$ cat src/rtl/assert_macros.svh
// Assertion macros used by the top-level RTL file.
// Users must have clk_i and rst_ni in scope.
`ifndef ASSERT_MACROS_SVH
`define ASSERT_MACROS_SVH

// Same-cycle implication, disabled during reset.
`define ASSERT_IMPL(label, ante, cons, msg) \
  label: assert property (@(posedge clk_i) disable iff (!rst_ni) (ante) |-> (cons)) \
    else $error(msg);

// Next-cycle implication, disabled during reset.
`define ASSERT_NEXT(label, ante, cons, msg) \
  label: assert property (@(posedge clk_i) disable iff (!rst_ni) (ante) |=> (cons)) \
    else $error(msg);

`endif

$ cat src/rtl/ivdc_pkg.sv
// Package for the volume descriptor checker: word types, field offsets,
// status codes and small helper functions. No dependencies.
package ivdc_pkg;

  localparam int SectorBytes = 2048;
  localparam int OffW        = $clog2(SectorBytes);

  localparam logic [15:0] DefMinBlock = 16'd2048;
  localparam logic [7:0]  MinRootLen  = 8'd33;
  localparam logic [7:0]  TypePrimary = 8'h01;
  localparam logic [7:0]  TypeTerm    = 8'hFF;
  localparam logic [7:0]  VersionOne  = 8'h01;

  // Byte offsets inside the descriptor sector.
  localparam logic [OffW-1:0] OffType      = OffW'(0);
  localparam logic [OffW-1:0] OffMagicLast = OffW'(5);
  localparam logic [OffW-1:0] OffVersion   = OffW'(6);
  localparam logic [OffW-1:0] OffBlocksLe  = OffW'(80);
  localparam logic [OffW-1:0] OffBlocksBe  = OffW'(84);
  localparam logic [OffW-1:0] OffEscFirst  = OffW'(88);
  localparam logic [OffW-1:0] OffEscCheck  = OffW'(90);
  localparam logic [OffW-1:0] OffEscLast   = OffW'(119);
  localparam logic [OffW-1:0] OffSetCount  = OffW'(120);
  localparam logic [OffW-1:0] OffSequence  = OffW'(124);
  localparam logic [OffW-1:0] OffBlockSize = OffW'(128);
  localparam logic [OffW-1:0] OffPtBytes   = OffW'(132);
  localparam logic [OffW-1:0] OffPtL       = OffW'(140);
  localparam logic [OffW-1:0] OffPtM       = OffW'(148);
  localparam logic [OffW-1:0] OffRootLen   = OffW'(156);
  localparam logic [OffW-1:0] OffRootExt   = OffW'(158);
  localparam logic [OffW-1:0] OffRootSize  = OffW'(166);
  localparam logic [OffW-1:0] OffLast      = OffW'(SectorBytes - 1);

  // Characters of the escape sequence scan.
  localparam logic [7:0] ChPct   = 8'h25;
  localparam logic [7:0] ChSlash = 8'h2F;
  localparam logic [7:0] ChAt    = 8'h40;
  localparam logic [7:0] ChC     = 8'h43;
  localparam logic [7:0] ChE     = 8'h45;

  typedef enum logic [2:0] {
    ST_OK         = 3'd0,
    ST_TERMINATOR = 3'd1,
    ST_OTHER_TYPE = 3'd2,
    ST_BAD_MAGIC  = 3'd3,
    ST_BAD_VER    = 3'd4,
    ST_BAD_BSIZE  = 3'd5,
    ST_ZERO_VOL   = 3'd6,
    ST_SHORT_ROOT = 3'd7
  } status_e;

  typedef struct packed {
    logic [7:0] data_byte;
    logic       first_byte;
  } in_word_t;

  typedef struct packed {
    status_e     status;
    logic [15:0] lblk_size;
    logic [31:0] vol_blocks;
    logic [47:0] volume_bytes;
    logic [31:0] path_table_bytes;
    logic [31:0] path_table_l_loc;
    logic [31:0] path_table_m_loc;
    logic [31:0] root_lba;
    logic [31:0] root_bytes;
    logic [15:0] volume_set_count;
    logic [15:0] volume_sequence;
    logic        joliet_found;
  } out_word_t;

  // Per-sector capture state.
  typedef struct packed {
    logic [7:0]  desc_type;
    logic        magic_ok;
    logic [7:0]  version;
    logic [31:0] vol_blocks;
    logic        vol_be_zero;
    logic [15:0] esc_hist;
    logic        joliet;
    logic [15:0] set_count;
    logic [15:0] sequence_no;
    logic [15:0] lblk_size;
    logic [31:0] pt_bytes;
    logic [31:0] pt_l;
    logic [31:0] pt_m;
    logic [7:0]  root_len;
    logic [31:0] root_ext;
    logic [31:0] root_bytes;
  } cap_t;

  // Flow status of the summary stage.
  typedef struct packed {
    logic fin_valid;
    logic fin_free;
  } judge_stat_t;

  function automatic cap_t cap_clear();
    cap_t c;
    c             = '0;
    c.magic_ok    = 1'b1;
    c.vol_be_zero = 1'b1;
    return c;
  endfunction

  // Expected magic character for offsets one to five.
  function automatic logic [7:0] magic_char(logic [2:0] idx);
    logic [7:0] ch;
    case (idx)
      3'd1:       ch = 8'h43;
      3'd2:       ch = 8'h44;
      3'd3, 3'd4: ch = 8'h30;
      3'd5:       ch = 8'h31;
      default:    ch = 8'h00;
    endcase
    return ch;
  endfunction

  function automatic logic [31:0] put_lane32(logic [31:0] w, logic [1:0] lane,
                                             logic [7:0] b);
    logic [31:0] r;
    r = w;
    r[lane*8 +: 8] = b;
    return r;
  endfunction

  function automatic logic [15:0] put_lane16(logic [15:0] w, logic lane,
                                             logic [7:0] b);
    logic [15:0] r;
    r = w;
    r[lane*8 +: 8] = b;
    return r;
  endfunction

endpackage

$ cat src/rtl/iso9660_volume_descriptor_check_top.sv
// Volume descriptor checker, top level. Takes one sector byte per cycle while input ready is high.
// The last sector byte loads the summary stage, which then feeds the output register.
// Throughput: one byte per cycle; input ready drops only while one summary
// waits in the output register and a second one is already held behind it.
// Reset (asynchronous, active low) clears the offset counter, the captured
// fields and the valid flags of both summary stages, and sets the minimum block size to 2048.
`include "assert_macros.svh"

module iso9660_volume_descriptor_check_top import ivdc_pkg::*; (
  input  logic        clk_i,
  input  logic        rst_ni,
  input  logic        in_valid_i,
  output logic        in_ready_o,
  input  in_word_t    in_word_i,
  output logic        out_valid_o,
  input  logic        out_ready_i,
  output out_word_t   out_word_o,
  input  logic        cfg_valid_i,
  output logic        cfg_ready_o,
  input  logic [15:0] cfg_data_i
);

  logic        take;
  logic        last;
  cap_t        cap;
  judge_stat_t stat;
  logic [15:0] min_block_q;
  logic        out_bsize_pow2;

  assign in_ready_o  = stat.fin_free;
  assign take        = in_valid_i && in_ready_o;
  assign cfg_ready_o = 1'b1;

  // Configuration register: minimum block size.
  always_ff @(posedge clk_i or negedge rst_ni) begin
    if (!rst_ni) begin
      min_block_q <= DefMinBlock;
    end else if (cfg_valid_i) begin
      min_block_q <= cfg_data_i;
    end
  end

  ivdc_capture u_capture (
    .clk_i     (clk_i),
    .rst_ni    (rst_ni),
    .take_i    (take),
    .in_word_i (in_word_i),
    .last_o    (last),
    .cap_o     (cap)
  );

  ivdc_judge u_judge (
    .clk_i       (clk_i),
    .rst_ni      (rst_ni),
    .load_i      (take && last),
    .cap_i       (cap),
    .min_block_i (min_block_q),
    .out_ready_i (out_ready_i),
    .out_valid_o (out_valid_o),
    .out_word_o  (out_word_o),
    .stat_o      (stat)
  );

  // Flags whether the output block size is a nonzero power of two.
  assign out_bsize_pow2 = (out_word_o.lblk_size != 16'd0) &&
                          ((out_word_o.lblk_size & (out_word_o.lblk_size - 16'd1)) == 16'd0);

  // A held summary moves to an empty output register in the next cycle.
  `ASSERT_NEXT(a_fin_moves, stat.fin_valid && !out_valid_o, out_valid_o, "summary stuck")
  // Input stalls only behind a held summary.
  `ASSERT_IMPL(a_stall_cause, !in_ready_o, stat.fin_valid, "stall without summary")
  // An accepted descriptor has a power-of-two block size.
  `ASSERT_IMPL(a_ok_bsize, out_valid_o && out_word_o.status == ST_OK, out_bsize_pow2, "bad size")

endmodule

$ cat src/rtl/ivdc_capture.sv
// Byte offset counter and field capture for one descriptor sector.
// Depends on ivdc_pkg.
module ivdc_capture import ivdc_pkg::*; (
  input  logic     clk_i,
  input  logic     rst_ni,
  input  logic     take_i,
  input  in_word_t in_word_i,
  output logic     last_o,
  output cap_t     cap_o
);

  logic [OffW-1:0] cnt_q, cnt_d;
  logic [OffW-1:0] off;
  cap_t            cap_q, base, nxt;
  logic [7:0]      b;

  assign b   = in_word_i.data_byte;
  assign off = in_word_i.first_byte ? OffType : cnt_q;

  // Apply the incoming byte at its offset; a sector start clears first.
  always_comb begin
    base = (off == OffType) ? cap_clear() : cap_q;
    nxt  = base;
    if (off == OffType) begin
      nxt.desc_type = b;
    end else if (off <= OffMagicLast) begin
      if (b != magic_char(off[2:0])) nxt.magic_ok = 1'b0;
    end else if (off == OffVersion) begin
      nxt.version = b;
    end else if (off >= OffBlocksLe && off < OffBlocksBe) begin
      nxt.vol_blocks = put_lane32(base.vol_blocks, 2'(off - OffBlocksLe), b);
    end else if (off >= OffBlocksBe && off < OffEscFirst) begin
      if (b != 8'h00) nxt.vol_be_zero = 1'b0;
    end else if (off >= OffEscFirst && off <= OffEscLast) begin
      if (off >= OffEscCheck && base.esc_hist[15:8] == ChPct &&
          base.esc_hist[7:0] == ChSlash && (b == ChAt || b == ChC || b == ChE)) begin
        nxt.joliet = 1'b1;
      end
      nxt.esc_hist = {base.esc_hist[7:0], b};
    end else if (off >= OffSetCount && off < OffSetCount + OffW'(2)) begin
      nxt.set_count = put_lane16(base.set_count, off[0], b);
    end else if (off >= OffSequence && off < OffSequence + OffW'(2)) begin
      nxt.sequence_no = put_lane16(base.sequence_no, off[0], b);
    end else if (off >= OffBlockSize && off < OffBlockSize + OffW'(2)) begin
      nxt.lblk_size = put_lane16(base.lblk_size, off[0], b);
    end else if (off >= OffPtBytes && off < OffPtBytes + OffW'(4)) begin
      nxt.pt_bytes = put_lane32(base.pt_bytes, 2'(off - OffPtBytes), b);
    end else if (off >= OffPtL && off < OffPtL + OffW'(4)) begin
      nxt.pt_l = put_lane32(base.pt_l, 2'(off - OffPtL), b);
    end else if (off >= OffPtM && off < OffPtM + OffW'(4)) begin
      // Big-endian copy: first byte lands in the top lane.
      nxt.pt_m = put_lane32(base.pt_m, ~2'(off - OffPtM), b);
    end else if (off == OffRootLen) begin
      nxt.root_len = b;
    end else if (off >= OffRootExt && off < OffRootExt + OffW'(4)) begin
      nxt.root_ext = put_lane32(base.root_ext, 2'(off - OffRootExt), b);
    end else if (off >= OffRootSize && off < OffRootSize + OffW'(4)) begin
      nxt.root_bytes = put_lane32(base.root_bytes, 2'(off - OffRootSize), b);
    end
  end

  // The counter wraps after a full sector.
  assign cnt_d  = off + OffW'(1);
  assign last_o = (off == OffLast);
  assign cap_o  = nxt;

  always_ff @(posedge clk_i or negedge rst_ni) begin
    if (!rst_ni) begin
      cnt_q <= '0;
      cap_q <= cap_clear();
    end else if (take_i) begin
      cnt_q <= cnt_d;
      cap_q <= nxt;
    end
  end

endmodule

$ cat src/rtl/ivdc_judge.sv
// Summary stage: holds the finished sector fields, checks them, forms the
// volume byte count and keeps the output word. Depends on ivdc_pkg.
module ivdc_judge import ivdc_pkg::*; (
  input  logic        clk_i,
  input  logic        rst_ni,
  input  logic        load_i,
  input  cap_t        cap_i,
  input  logic [15:0] min_block_i,
  input  logic        out_ready_i,
  output logic        out_valid_o,
  output out_word_t   out_word_o,
  output judge_stat_t stat_o
);

  logic      fin_valid_q, fin_valid_d;
  cap_t      fin_q;
  logic      out_valid_q, out_valid_d;
  out_word_t out_q, out_d;
  logic      out_load;
  status_e   status;
  logic      bsize_bad;

  assign out_load        = fin_valid_q && (!out_valid_q || out_ready_i);
  assign stat_o.fin_valid = fin_valid_q;
  assign stat_o.fin_free  = !fin_valid_q || out_load;

  // Block size must be nonzero, a power of two and at least the minimum.
  assign bsize_bad = (fin_q.lblk_size == 16'd0) || (fin_q.lblk_size < min_block_i) ||
                     ((fin_q.lblk_size & (fin_q.lblk_size - 16'd1)) != 16'd0);

  // First failing check decides the status.
  always_comb begin
    if (!fin_q.magic_ok)                                   status = ST_BAD_MAGIC;
    else if (fin_q.desc_type == TypeTerm)                  status = ST_TERMINATOR;
    else if (fin_q.desc_type != TypePrimary)               status = ST_OTHER_TYPE;
    else if (fin_q.version != VersionOne)                  status = ST_BAD_VER;
    else if (bsize_bad)                                    status = ST_BAD_BSIZE;
    else if (fin_q.vol_blocks == 32'd0 && fin_q.vol_be_zero) status = ST_ZERO_VOL;
    else if (fin_q.root_len < MinRootLen)                  status = ST_SHORT_ROOT;
    else                                                   status = ST_OK;
  end

  // Output word built from the held fields.
  always_comb begin
    out_d.status           = status;
    out_d.lblk_size        = fin_q.lblk_size;
    out_d.vol_blocks       = fin_q.vol_blocks;
    out_d.volume_bytes     = 48'(fin_q.vol_blocks) * 48'(fin_q.lblk_size);
    out_d.path_table_bytes = fin_q.pt_bytes;
    out_d.path_table_l_loc = fin_q.pt_l;
    out_d.path_table_m_loc = fin_q.pt_m;
    out_d.root_lba         = fin_q.root_ext;
    out_d.root_bytes       = fin_q.root_bytes;
    out_d.volume_set_count = fin_q.set_count;
    out_d.volume_sequence  = fin_q.sequence_no;
    out_d.joliet_found     = fin_q.joliet;
  end

  // Valid flags of the two stages.
  always_comb begin
    fin_valid_d = fin_valid_q;
    if (load_i)        fin_valid_d = 1'b1;
    else if (out_load) fin_valid_d = 1'b0;
    out_valid_d = out_valid_q;
    if (out_load)         out_valid_d = 1'b1;
    else if (out_ready_i) out_valid_d = 1'b0;
  end

  always_ff @(posedge clk_i or negedge rst_ni) begin
    if (!rst_ni) begin
      fin_valid_q <= 1'b0;
      out_valid_q <= 1'b0;
    end else begin
      fin_valid_q <= fin_valid_d;
      out_valid_q <= out_valid_d;
    end
  end

  // Payload registers.
  always_ff @(posedge clk_i) begin
    if (load_i)   fin_q <= cap_i;
    if (out_load) out_q <= out_d;
  end

  assign out_valid_o = out_valid_q;
  assign out_word_o  = out_q;

endmodule
$ cat config.mk
export PLATFORM = sky130hd
export DESIGN_NAME = iso9660_volume_descriptor_check_top
export DESIGN_NICKNAME = d
export VERILOG_FILES = /design/src/rtl/ivdc_pkg.sv /design/src/rtl/iso9660_volume_descriptor_check_top.sv /design/src/rtl/ivdc_capture.sv /design/src/rtl/ivdc_judge.sv
export VERILOG_INCLUDE_DIRS = /design/src /design/src/rtl
export SDC_FILE = /design/constraint.sdc
export NUM_CORES = 2
export LEC_CHECK = 0
export ABC_CLOCK_PERIOD_IN_PS = 10760
export BUFFER_PORTS_ARGS = -buffer_cell sky130_fd_sc_hd__clkbuf_2
export CAP_MARGIN = 15
export CORE_MARGIN = 4
export CORE_UTILIZATION = 45
export CTS_CLUSTER_SIZE = 30
export DETAILED_ROUTE_END_ITERATION = 12
export GPL_TIMING_DRIVEN = 0
export HOLD_SLACK_MARGIN = 0.1
export PLACE_DENSITY = 0.68
export SLEW_MARGIN = 20
export SYNTH_ARGS = -nofsm -noshare
export SYNTH_HDL_FRONTEND = slang
export SYNTH_SLANG_ARGS = --single-unit
$ cat constraint.sdc
create_clock -name clk_i -period 10.76 [get_ports clk_i]
set_input_delay 2.152 -clock clk_i [delete_from_list [all_inputs] [get_ports clk_i]]
set_output_delay 2.152 -clock clk_i [all_outputs]
set_load 0.02 [all_outputs]
# ---- Word-level counts from Yosys, hierarchy flattened
# Cells that the tools add are included.
dict set report word_totals {
  register_bits 871
  inputBits 30
  elab_cells 217
}
dict set report op_classes {
  n_addsub 15
  multipliers 1
  magnitude_cmp 26
  eq_ne 17
  n_shift 14
  mux 56
  bitwise_logic 3
  reduce_logical 36
}
# operator n
set ops {}
lappend ops {{283-bit 2-to-1 mux} 1}
lappend ops {{275-bit 2-to-1 mux} 1}
lappend ops {{274-bit 2-to-1 mux} 1}
lappend ops {{266-bit 2-to-1 mux} 1}
lappend ops {{234-bit 2-to-1 mux} 1}
lappend ops {{233-bit 2-to-1 mux} 1}
lappend ops {{32-bit 2-to-1 mux} 7}
lappend ops {{216-bit 2-to-1 mux} 1}
lappend ops {{5-bit negator with 34-bit output} 6}
lappend ops {{8-bit by 34-bit variable shift with 32-bit output (first input constant)} 6}
lappend ops {{8-bit by 34-bit indexed part select with 32-bit output} 6}
lappend ops {{200-bit 2-to-1 mux} 1}
lappend ops {{32-bit bitwise mux} 6}
lappend ops {{184-bit 2-to-1 mux} 1}
lappend ops {{168-bit 2-to-1 mux} 1}
lappend ops {{136-bit 2-to-1 mux} 1}
lappend ops {{104-bit 2-to-1 mux} 1}
lappend ops {{72-bit 2-to-1 mux} 1}
lappend ops {{11-bit by 7-bit greater-or-equal comparator with 1-bit output (second input constant)} 6}
lappend ops {{11-bit by 8-bit greater-or-equal comparator with 1-bit output (second input constant)} 6}
lappend ops {{11-bit by 8-bit less-than comparator with 1-bit output (second input constant)} 6}
lappend ops {{64-bit 2-to-1 mux} 1}
lappend ops {{16-bit bitwise mux} 3}
lappend ops {{32-bit by 16-bit multiplier with 48-bit output} 1}
lappend ops {{other kinds (45)} 101}

# ---- Logic depth before layout (Yosys ltp)
dict set report logic_depth {
  depth_word 20
  depth_mapped 25
}

# ---- Cells and area by module
# From an unflattened synthesis, not the netlist that was laid out.
dict set report unflattened {
  cells_unflattened 4441
  hier_area_um2 51246.6
}
# mod instances cells_each area_each_um2 seq_area_each_um2
set by_module_without_submodules {}
lappend by_module_without_submodules {ivdc_judge 1 2556 33877.5 16836.1}
lappend by_module_without_submodules {ivdc_capture 1 1847 16694.8 7359.6}
lappend by_module_without_submodules {iso9660_volume_descriptor_check_top 1 38 674.4 401.6}

# ---- Least setup slack after synthesis
# No wires, ideal clock.
dict set report synth_timing {
  path_kind {in2reg}
  start {input port in_word_i[0] in the netlist's numbering}
  end {register u_judge.fin_q[0] in the netlist's numbering (enable)}
  setup_ns 0.617
  arrival_time_ns 9.238
  slack_ns 0.905
  path_stages 11
  n_path_buf 4
  cell_sequence {nand2b_1 buf_2 inv_1 buf_2 ha_1 clkbuf_1 clkbuf_1 nand3_1 nor4_1 nand3b_1 inv_1}
}
dict set report synth_between {
  elab_chain_cells 3
}
# element line_no
set synth_lines {}
lappend synth_lines {{start: declaration} iso9660_volume_descriptor_check_top.sv:14} ;# input in_word_t in_word_i,
lappend synth_lines {{11-bit 2-to-1 mux} ivdc_capture.sv:18} ;# assign off = in_word_i.first_byte ? OffType : cnt_q;
lappend synth_lines {{11-bit == test} ivdc_capture.sv:64} ;# assign last_o = (off == OffLast);
lappend synth_lines {{1-bit logical AND} iso9660_volume_descriptor_check_top.sv:55} ;# .load_i (take && last),
lappend synth_lines {{end signal: assignment} ivdc_judge.sv:81} ;# if (load_i) fin_q <= cap_i;
lappend synth_lines {{end: declaration} ivdc_judge.sv:16} ;# cap_t fin_q;
# No other way between the ends.
# A chain may end at the register's enable or synchronous reset.

==> reports/metrics.yaml <==
synthTopCellsByCount: "999 x nand2_1, 559 x edfxtp_1, 470 x inv_1"
dpl_cell_area_mm2: 0.05439
layout.nets: 5731
grt_max_degree: 101
antenna_found_initial: 12
fp.dieH_um: 343.3
clock_latency_ns: 0.70
place_hpwl_mm: 115.9
cts_inserted_buffers: 92
drtIter0Drc: 3473
path_max_fanout: 10
clock_tree.buffer_depth: 3
slowest_delay_ns: 0.77
rows: 122
period_needed_ns: 8.177
seq_area_frac_synth_pct: 48.63
syn_inst: 4714
outcome: "finished clean"
synth_cell_type_count: 88
drtPass1Iterations: 6
cp-start-kind: "flop"
place_congestion: 0.9796
yosysMostFrequentCell: "nand2_1"
ys.flop_type: "edfxtp_1"
ant_nets: 0
path_class: "flop to flop"
multi_input_area_mm2: 0.02317
layout-drive-gt1-share_pct: 10.25
ys_warn_count: 0
synth_nets: 5305
placed_cells: 6534
seq_area_mm2: 0.02460
syn_area_mm2: 0.05058
drv_cap: 0
power_density_mw_per_mm2: 128.1
hold_violations: 0
crit_required_ns: 11.17
die-area_mm2: 0.1178
ys_async_sr_fraction_pct: 35.82
slew_viol_final: 0
vdd_drop_max_uv: 127.3
drc: 0
htreeDepth: 3
slowest_stage: "o32ai_1"
clk_pin_slew_ns: 0.07
slew_headroom_pct: 19.68
grt-ovfl-total: 0
synth-edff-count: 559
design_area_mm2: 0.05749
finalCritPeriodShare_pct: 76.00
synth_area_per_cell_um2: 10.73
fin_worst_skew_ns: 0.05575
cp.arrival_ns: 8.59
via_count: 36870
finalWirelength_mm: 156.0
end_kind: "flop"
post_cts_resized: 0
start_util_pct: 45.52
grt_usage_pct: 26.39
instances_no_fill: 6709
grt_pass1_vias: 36870
via_per_inst: 5.496
worst_pin_slew_ns: 1.205
p_leak_nw: 24.19
hold_buffers: 0
rsz0062_at_grt: "false"
cts_tree: "done"
coreArea_mm2: 0.1111
ys_seq_elements: 871
hp-class: "flop to flop"
port_buffers: 320
fmax_mhz: 122.3
postCtsSetupRepairBufs: 0
ios: 325
crit_top_cell: "fa_1"
worstPathCellList: "clkbuf_1 > clkbuf_1 > and2_1 > fa_1 > fa_1 > fa_1 > fa_1 > fa_1 > inv_1 > fa_1 > inv_1 > ha_1 > and3_1 > nand2_1 > o32ai_1 > o21ai_2 > o21ai_2 > a221oi_1 > o21ai_0 > xor2_1"
grt_pass1_wl_mm: 232.1
area_delta_synth_final_pct: 13.66
cts_sinks: 871
synth_top_cell_by_area: "edfxtp_1"
nFillCells: 9935
clock-root-buffer: "clkbuf_16"
die_x_um: 343.3
synth_top_area_share_pct: 33.18
hold_slack_ns: 0.4097
wl_per_cell_um: 23.25
ys_top_cells_by_area: "edfxtp_1 33%, fa_1 17%, dfrtp_1 15%, nand2_1 7.4%, ha_1 3.5%"
setup_viol: 0
fin_tns_setup_ns: 0
worst paths after layout:
check,slack (ns),cells past startpoint,from,to
max in group asynchronous,7.86,4,rst_ni,u_capture.cap_q[274]$_DFFE_PN1P_
min reg2reg,0.41,0,u_judge.fin_q[58]$_DFFE_PP_,u_judge.out_word_o[91]$_DFFE_PP_
min in group asynchronous,1.41,1,rst_ni,u_capture.cap_q[93]$_DFFE_PN0P_
max,2.58,20,u_judge.fin_q[183]$_DFFE_PP_,u_judge.out_word_o[237]$_DFFE_PP_
max reg2reg,2.58,20,u_judge.fin_q[183]$_DFFE_PP_,u_judge.out_word_o[237]$_DFFE_PP_
min,0.41,0,u_judge.fin_q[58]$_DFFE_PP_,u_judge.out_word_o[91]$_DFFE_PP_
cells by family after synthesis:
logic type                 synth area share [%]
AOI/OAI and AO/OA                         7.324
adders and majority gates                 20.14
and+or+nand+nor                           16.09
other                                  0.007413
buffers and inverters                     5.573
muxes                                     1.373
xor gates and xnor gates                 0.8657
DFF                                       48.63
layout make-up:
type | instances | share of cell area (%)
Antenna cell | 3 | 0.01306
Buffer | 272 | 1.835
Clock buffer | 120 | 4.422
Clock inverter | 52 | 0.9597
Inverter | 470 | 3.082
Multi-Input combinational cell | 3101 | 40.31
Sequential cell | 871 | 42.78
Tap cell | 1488 | 3.238
Timing Repair Buffer | 332 | 3.362
power by group:
part	internal (W)	total (W)	leakage, nW	switching (W)
Clock	0.00187	0.00325	1.50	0.00138
Sequential	0.00357	0.00358	9.15	0.0000168
Combinational	0.0000934	0.000533	13.5	0.000439
routing by layer:
layer,part of all wire [%],GRT usage (%),up-vias
met5,0.044,0,-
met4,4.7,10.76,10
met3,9.9,6.533,375
met2,45,41.25,1862
met1,40,35.54,18300
li1,-,-,16330
worst max-delay path: cells and delay by family (launching register included):
kind                       cells  cell delay [ns]
adders and majority gates      7             3.56
buffers and inverters          4             1.27
xor gates and xnor gates       1             0.10
and+or+nand+nor                3             0.69
AOI/OAI and AO/OA              5             1.75
DFF                            1             0.56
registers in the layout, indices dropped and copies added (netlist names):
signal / cells
u_judge.out_word_o: 292
u_capture.cap_q: 283
u_judge.fin_q: 267
min_block_q: 16
u_capture.cnt_q: 11
u_judge.fin_valid_q: 1
u_judge.out_valid_o: 1
stage by stage:
step	worst slack (ns)	utilization (%)	power [W]
floorplan	0.9051	-	0.003919
global placement	-2.921	48.64	0.004155
detailed placement	2.660	48.94	0.004162
CTS	2.706	51.73	0.007397
global route	2.311	51.73	0.007594
finish	2.583	51.74	0.007362
cells in the final DEF (no fill, tap or decap), drive strengths merged, types with 6 or more instances in the layout:
| cell | instances |
|---|---|
| nand2 | 1001 |
| clkbuf | 677 |
| edfxtp | 559 |
| inv | 473 |
| fa | 418 |
| nor2 | 383 |
| dfrtp | 309 |
| and2 | 228 |
| a21oi | 192 |
| ha | 143 |
| o21ai | 110 |
| mux2i | 66 |
| o31ai | 61 |
| nor3 | 60 |
| buf | 47 |
| a21o | 45 |
| a22oi | 45 |
| clkinv | 37 |
| nand3 | 34 |
| xnor2 | 33 |
| a22o | 33 |
| nor4 | 26 |
| nand2b | 20 |
| and3 | 17 |
| xor2 | 17 |
| nor2b | 15 |
| nand4 | 13 |
| a31oi | 12 |
| a32o | 11 |
| a211oi | 8 |
| o41ai | 8 |
| bufinv | 8 |
| o21a | 7 |
| o22ai | 7 |
| a32oi | 7 |
| or2 | 7 |
| and4 | 6 |
Note: power is estimated with default switching activity, not from simulation.
